[config.mk]
export PLATFORM = sky130hd
export DESIGN_NAME = srrip_scan
export DESIGN_NICKNAME = d
export VERILOG_FILES = /design/src/rtl/srrip_pkg.sv /design/src/rtl/srrip_scan.sv
export SDC_FILE = /design/constraint.sdc
export NUM_CORES = 1
export LEC_CHECK = 0
export BUFFER_PORTS_ARGS = -buffer_cell sky130_fd_sc_hd__buf_2
export CAP_MARGIN = 20
export CORE_ASPECT_RATIO = 1.75
export CORE_MARGIN = 1.5
export CORE_UTILIZATION = 40
export DETAILED_ROUTE_END_ITERATION = 8
export PLACE_DENSITY = 0.71
export SLEW_MARGIN = 0
export SYNTH_ARGS = -nofsm -noshare
export SYNTH_HDL_FRONTEND = slang
export SYNTH_SLANG_ARGS = --single-unit
[constraint.sdc]
create_clock -name clk_i -period 3.93 [get_ports clk_i]
set_clock_uncertainty 0.05 [all_clocks]
set_input_delay 0.1965 -clock clk_i [delete_from_list [all_inputs] [get_ports clk_i]]
set_output_delay 0.1965 -clock clk_i [all_outputs]
set_load 0.05 [all_outputs]
[src/rtl/srrip_pkg.sv]
// Shared constants, types and codes of the SRRIP replacement unit.
`default_nettype none
package srrip_pkg;

  localparam int NUM_SETS = 8192;
  localparam int NUM_WAYS = 16;
  localparam int MAX_RRPV = 3;

  localparam int SET_W  = $clog2(NUM_SETS);
  localparam int WAY_W  = $clog2(NUM_WAYS);
  localparam int RRPV_W = $clog2(MAX_RRPV + 2);

  // fixed field widths of the request and response
  localparam int SET_IDX_W = 13;
  localparam int WAY_IDX_W = 4;
  localparam int ACC_W     = 3;
  localparam int CYC_W     = 5;
  localparam int VICTIM_W  = 4;

  localparam int PADDR_W = 3;
  localparam int PDATA_W = 32;

  localparam logic [RRPV_W-1:0] RRPV_HIT = '0;
  localparam logic [RRPV_W-1:0] RRPV_INS = RRPV_W'(MAX_RRPV - 1);
  localparam logic [RRPV_W-1:0] RRPV_MAX = RRPV_W'(MAX_RRPV);
  localparam logic [RRPV_W-1:0] RRPV_BYP = RRPV_W'(MAX_RRPV + 1);

  typedef logic [NUM_WAYS-1:0][RRPV_W-1:0] rrpv_row_t;

  typedef enum logic {
    OP_VICTIM = 1'b0,
    OP_UPDATE = 1'b1
  } op_e;

  typedef enum logic [ACC_W-1:0] {
    ACC_LOAD      = 3'd0,
    ACC_RFO       = 3'd1,
    ACC_PREFETCH  = 3'd2,
    ACC_WRITEBACK = 3'd3,
    ACC_OTHER     = 3'd4
  } access_e;

  typedef enum logic {
    REG_BYPASS_EN = 1'b0
  } reg_e;

  typedef enum logic [2:0] {
    ST_CLEAR,
    ST_IDLE,
    ST_READ,
    ST_SCAN,
    ST_WRITE,
    ST_DONE
  } state_e;

  typedef struct packed {
    logic              done;
    logic              byp_found;
    logic [WAY_W-1:0]  byp_way;
    logic [RRPV_W-1:0] top;
    logic [WAY_W-1:0]  top_way;
  } scan_res_t;

endpackage
`default_nettype wire

[src/rtl/srrip_scan.sv]
// Serial way scanner: one compare per cycle over a set row.
`default_nettype none
module srrip_scan (
  input  logic                  clk_i,
  input  logic                  rst_ni,
  input  logic                  start_i,
  input  srrip_pkg::rrpv_row_t  row_i,
  output srrip_pkg::scan_res_t  res_o
);

  localparam logic [srrip_pkg::WAY_W-1:0] WayLast = srrip_pkg::WAY_W'(srrip_pkg::NUM_WAYS - 1);

  logic                           active_q;
  logic                           done_q;
  logic [srrip_pkg::WAY_W-1:0]    cnt_q;
  logic                           byp_found_q;
  logic [srrip_pkg::WAY_W-1:0]    byp_way_q;
  logic [srrip_pkg::RRPV_W-1:0]   top_q;
  logic [srrip_pkg::WAY_W-1:0]    top_way_q;
  logic [srrip_pkg::RRPV_W-1:0]   val;

  assign val = row_i[cnt_q];

  always_ff @(posedge clk_i or negedge rst_ni) begin
    if (!rst_ni) begin
      active_q <= 1'b0;
      done_q   <= 1'b0;
      cnt_q    <= '0;
    end else begin
      done_q <= 1'b0;
      if (start_i) begin
        active_q <= 1'b1;
        cnt_q    <= '0;
      end else if (active_q) begin
        cnt_q <= cnt_q + 1'b1;
        if (cnt_q == WayLast) begin
          active_q <= 1'b0;
          done_q   <= 1'b1;
        end
      end
    end
  end

  // strict greater keeps the first way holding the largest value
  always_ff @(posedge clk_i) begin
    if (start_i) begin
      byp_found_q <= 1'b0;
      byp_way_q   <= '0;
      top_q       <= '0;
      top_way_q   <= '0;
    end else if (active_q) begin
      if (val == srrip_pkg::RRPV_BYP && !byp_found_q) begin
        byp_found_q <= 1'b1;
        byp_way_q   <= cnt_q;
      end
      if (val > top_q) begin
        top_q     <= val;
        top_way_q <= cnt_q;
      end
    end
  end

  assign res_o.done      = done_q;
  assign res_o.byp_found = byp_found_q;
  assign res_o.byp_way   = byp_way_q;
  assign res_o.top       = top_q;
  assign res_o.top_way   = top_way_q;

endmodule
`default_nettype wire

# --- Word-level counts from Yosys, hierarchy flattened ---
# Index checks and enable logic that the tools add are counted.
word_totals:
  register_bits: 18
  latchBits: 0
  ram_bits: 0
  romBits: 0
  in_bits: 51
  out_inout_bits: 13
  elab_cells: 27
  memories: 0
op_classes:
  add_sub_neg: 1
  n_mul: 0
  div: 0
  n_lt_le_gt_ge: 2
  eq_ne: 2
  shift: 0
  muxes: 10
  n_bitwise: 0
  reduce_logical: 5
ops:
  columns: ["op", "count"]
  rows:
  - ["$bmux 3 s4", 1]
  - ["$mux 4", 2]
  - ["$mux 1", 6]
  - ["$lt 4x5->1 const B", 1]
  - ["$add 4x1->4 const B", 1]
  - ["$eq 4x4->1 const B", 1]
  - ["$reduce_and 2->1", 2]
  - ["$eq 3x3->1 const B", 1]
  - ["$gt 3x3->1", 1]
  - ["$mux 3", 1]
  - ["$reduce_bool 2->1", 1]
  - ["$logic_and 1x1->1", 1]
  - ["$logic_not 1->1", 1]

# --- Logic depth before layout (Yosys ltp) ---
logic_depth:
  word_depth: 5
  ltp_mapped: 12
  mapped_depth_nobuf: 10

# --- Worst setup path before layout ---
# OpenSTA, ideal clock, no wires.
synth_timing:
  kind: "register to register"
  from: "reg cnt_q[1] (netlist name)"
  to: "reg top_q[1] (netlist name)"
  setup_time_ns: 0.128
  arrival_ns: 2.560
  required_time_ns: 3.752
  setup_slack_ns: 1.192
  path_stages_with_launch: 12
  path_buffers: 2
  path_cell_list: "dfrtp_1 buf_6 buf_6 mux4_2 mux2i_4 mux2i_1 ha_1 nor2b_1 o21ai_0 a21oi_2 mux2i_1 nor2_1"
synth_between:
  elab_chain_cells: 4
synth_rtl:
  columns: ["element", "line", "text"]
  rows:
  - ["start, declared", "srrip_scan.sv:15", "logic [srrip_pkg::WAY_W-1:0] cnt_q;"]
  - ["start signal, assigned", "srrip_scan.sv:35", "cnt_q <= cnt_q + 1'b1;"]
  - ["$bmux 3 s4 *", "srrip_scan.sv:22", "assign val = row_i[cnt_q];"]
  - ["$mux 3 (not written as such) *", "srrip_scan.sv:22", null]
  - ["named net val (one bit)", "srrip_scan.sv:20", "logic [srrip_pkg::RRPV_W-1:0] val;"]
  - ["$gt 3x3->1", "srrip_scan.sv:56", "if (val > top_q) begin"]
  - ["$reduce_and 2->1 (no line)", null, null]
  - ["end signal, assigned", "srrip_scan.sv:57", "top_q <= val;"]
  - ["end, declared", "srrip_scan.sv:18", "logic [srrip_pkg::RRPV_W-1:0] top_q;"]
# The timed path passes the listed nets; every way through them passes the cells marked *. The select of a mux whose other input is x is not followed.
# A chain may end at the register's enable or synchronous reset.

# --- Worst setup path in the final report ---
layout_timing:
  from: "reg cnt_q[1] (netlist name)"
  to: "reg top_way_q[2] (netlist name)"
layout_between:
  elab_chain_cells: 4
layout_rtl:
  columns: ["element", "line", "text"]
  rows:
  - ["$bmux 3 s4", "srrip_scan.sv:22", null]
  - ["$mux 3 (not written as such)", "srrip_scan.sv:22", null]
  - ["named net val (one bit)", "srrip_scan.sv:20", null]
  - ["$gt 3x3->1", "srrip_scan.sv:56", null]
  - ["$reduce_and 2->1 (no line)", null, null]
  - ["end signal, assigned", "srrip_scan.sv:58", "top_way_q <= cnt_q;"]
  - ["end, declared", "srrip_scan.sv:19", "logic [srrip_pkg::WAY_W-1:0] top_way_q;"]
# The timed path passes the listed nets, and every way through them passes these cells. The select of a mux whose other input is x is not followed.

==> out/metrics.cfg <==
[setup_path]
regToRegStartpoint=cnt_q[1]
startpoint=cnt_q[1]
rrSetupSlack_ns=0.76
r2r-end=top_way_q[2]
crit_fanout=11
path_class=reg2reg
crit_arrival_ns=3.25
critical_path_required_ns=4.01
r2r_cells=10
cp-start-kind=flip-flop
worst_setup_path_end_kind=flip-flop
worstSetupEndpoint=top_way_q[2]

[timing]
tightestPinTransition_ns=0.698
rsz0062_at_grt=no
worst_slack_ns=0.760
slew_headroom=0.535
finalSetupViolCount=0
report.final.slew_viol_count=0
timing_hold_violations_final=0
tns_ns=0
clock.fmax_ghz=0.315
hold_ws_ns=0.237
period_minus_slack_ns=3.17
finalCritPeriodShare=0.807

[cts]
tritoncts=yes
insertion_delay_ns=0.25
clockBufferDepth=2
htree_levels=1
clk_pin_slew_worst_paths_ns=0.07
cts_sinks=18
cts-hold-fix-buffers=1
cts_root_buf=clkbuf_8
ctsResizeCount=0
post_cts_buffers=0
cts_made_buffers=3

[logic_synthesis]
ys_seq_area_frac=0.295
synth_nets=177
synthCells=122
ys_ff_latch=18
ys_warn_count=0
syn_area_um2=1330
avgSynthCellArea_um2=10.9
yosysUniqueCellTypes=36

[pwr]
combPwrFrac=0.460
p_seq_frac=0.328
clockPowerShare=0.212
p_int_uw=432
switching_share=0.392
p_total_uw=710
peakVddDrop_mv=0.399
power_density_nw_per_um2=416
p_sw_uw=278
power.leakage_nw=0.815

[routing]
drt_iter0_drc=28
vias=1168
drc=0
avgViaCountPerCell=5.21
wl_per_cell_um=14.1
antenna_left=0
first_pass_iters=4
routed_wl_mm=3.17

[die]
die_y_um=79.1
coreArea_um2=3140
dieArea_um2=3680
initial_core_util=0.422
die_width_um=46.5
ios=64
placementRows=27

[placed_design]
port-buffer-count=63
gp_congestion=0.732
place_ws_ns=0.769
place.detailed.hpwl_mm=2.47

[global_route]
grtUsageMet3=0.0159
grt_max_degree=23
use_met1=0.207
grt_pass1_vias=1119
grt_util_all_layers=0.180
grt-ovfl-total=0
grt_antenna_before_repair=0
met2_usage=0.315
grt_first_pass_wirelength_mm=4.91
grt_busiest_layer=met2

[finish]
drive_gt1_frac=0.453
num-nets-final=237
num_antenna_cells=0
nFillCells=297
layout_commonest_cell=buf_2
final_cell_mix=63 x buf_2, 20 x mux2i_1, 12 x nor2_1, 12 x dfxtp_1, 7 x nand2_1
syn_to_final_growth_pct=28.6
seqCellArea_um2=390
multi_input_area_um2=850

[run]
drv_cap=0

[run_status]
status=completed

[min_path]
hold_path.class=in2async

## sequential cells by signal (all words and copies together), names as in the netlist
name,flops
done_q,1
top_way_q,4
top_q,3
byp_found_q,1
byp_way_q,4
active_q,1
cnt_q,4
## kinds of logic (layout without fill, tap and decap cells)
family                   Yosys count  in the layout  synth area share
adder cells (fa/ha/maj)            4              4            0.0378
XOR/XNOR                           3              3            0.0198
AO/OA/AOI/OAI                     13             13            0.0991
buffers and inverters             15             74            0.0642
AND/OR/NAND/NOR                   37             37             0.136
multiplexers                      32             32             0.348
flip-flops                        18             18             0.295
## synth_stat cells, drive strengths merged
cell | n | area share
mux2i | 23 | 0.20
dfxtp | 12 | 0.18
nor2 | 12 | 0.034
mux4 | 8 | 0.14
buf | 7 | 0.042
nand2 | 7 | 0.020
dfrtp | 6 | 0.11
nand2b | 6 | 0.028
clkbuf | 4 | 0.011
ha | 4 | 0.038
inv | 4 | 0.011
nand3 | 4 | 0.015
a22oi | 3 | 0.038
nor2b | 3 | 0.014
a211oi | 2 | 0.011
a21oi | 2 | 0.010
nand4 | 2 | 0.0094
xor2 | 2 | 0.013
a21o | 1 | 0.0057
a2bb2oi | 1 | 0.0066
a311oi | 1 | 0.011
and2b | 1 | 0.0057
mux2 | 1 | 0.0085
nand3b | 1 | 0.0057
nor3 | 1 | 0.0038
o21a | 1 | 0.0057
o21ai | 1 | 0.0038
o2bb2ai | 1 | 0.0066
xnor2 | 1 | 0.0066
## worst min path at each step
stage / startpoint / endpoint / slack, ns
floorplan: rst_ni / active_q / -0.15
global placement: rst_ni / done_q / -0.03
detailed placement: rst_ni / done_q / -0.03
CTS: rst_ni / done_q / 0.24
global route: rst_ni / done_q / 0.26
finish: rst_ni / done_q / 0.24
## power groups by stage
stage / combinational, mW / clock (mW) / sequential (mW)
after floorplan: 0.200 / 0 / 0.291
after global placement: 0.316 / 0 / 0.234
after detailed placement: 0.326 / 0 / 0.236
after CTS: 0.330 / 0.153 / 0.233
after global routing: 0.351 / 0.165 / 0.236
final: 0.326 / 0.151 / 0.233
## metal layers
metal,part of all wire,up-vias
li1,-,560
met1,0.37,548
met2,0.54,51
met3,0.057,9
met4,0.030,0
met5,0,-
## worst max-delay path: stages, from the launching register on
cell	delay, ns
dfrtp_1	0.57
buf_4	0.27
mux4_2	0.56
mux2i_4	0.20
mux2i_1	0.13
ha_1	0.31
nor2b_1	0.12
o21ai_0	0.10
a21oi_2	0.43
mux2i_1	0.25
nor2_1	0.05
## area by class of cell
cell class	count	area share
well taps	43	0.0316
clock buffers	4	0.0323
multi-input cells	89	0.499
repair buffers	66	0.200
flip-flops and latches	18	0.229
inverters	4	0.00881
## through the flow
step	util	cells	area (um^2)
after global routing	0.542	224	1700
after global placement	0.522	219	1640
final	0.542	224	1700
after CTS	0.542	224	1700
after floorplan	-	122	1330
after detailed placement	0.522	219	1640
(Power assumes the default switching activity.)
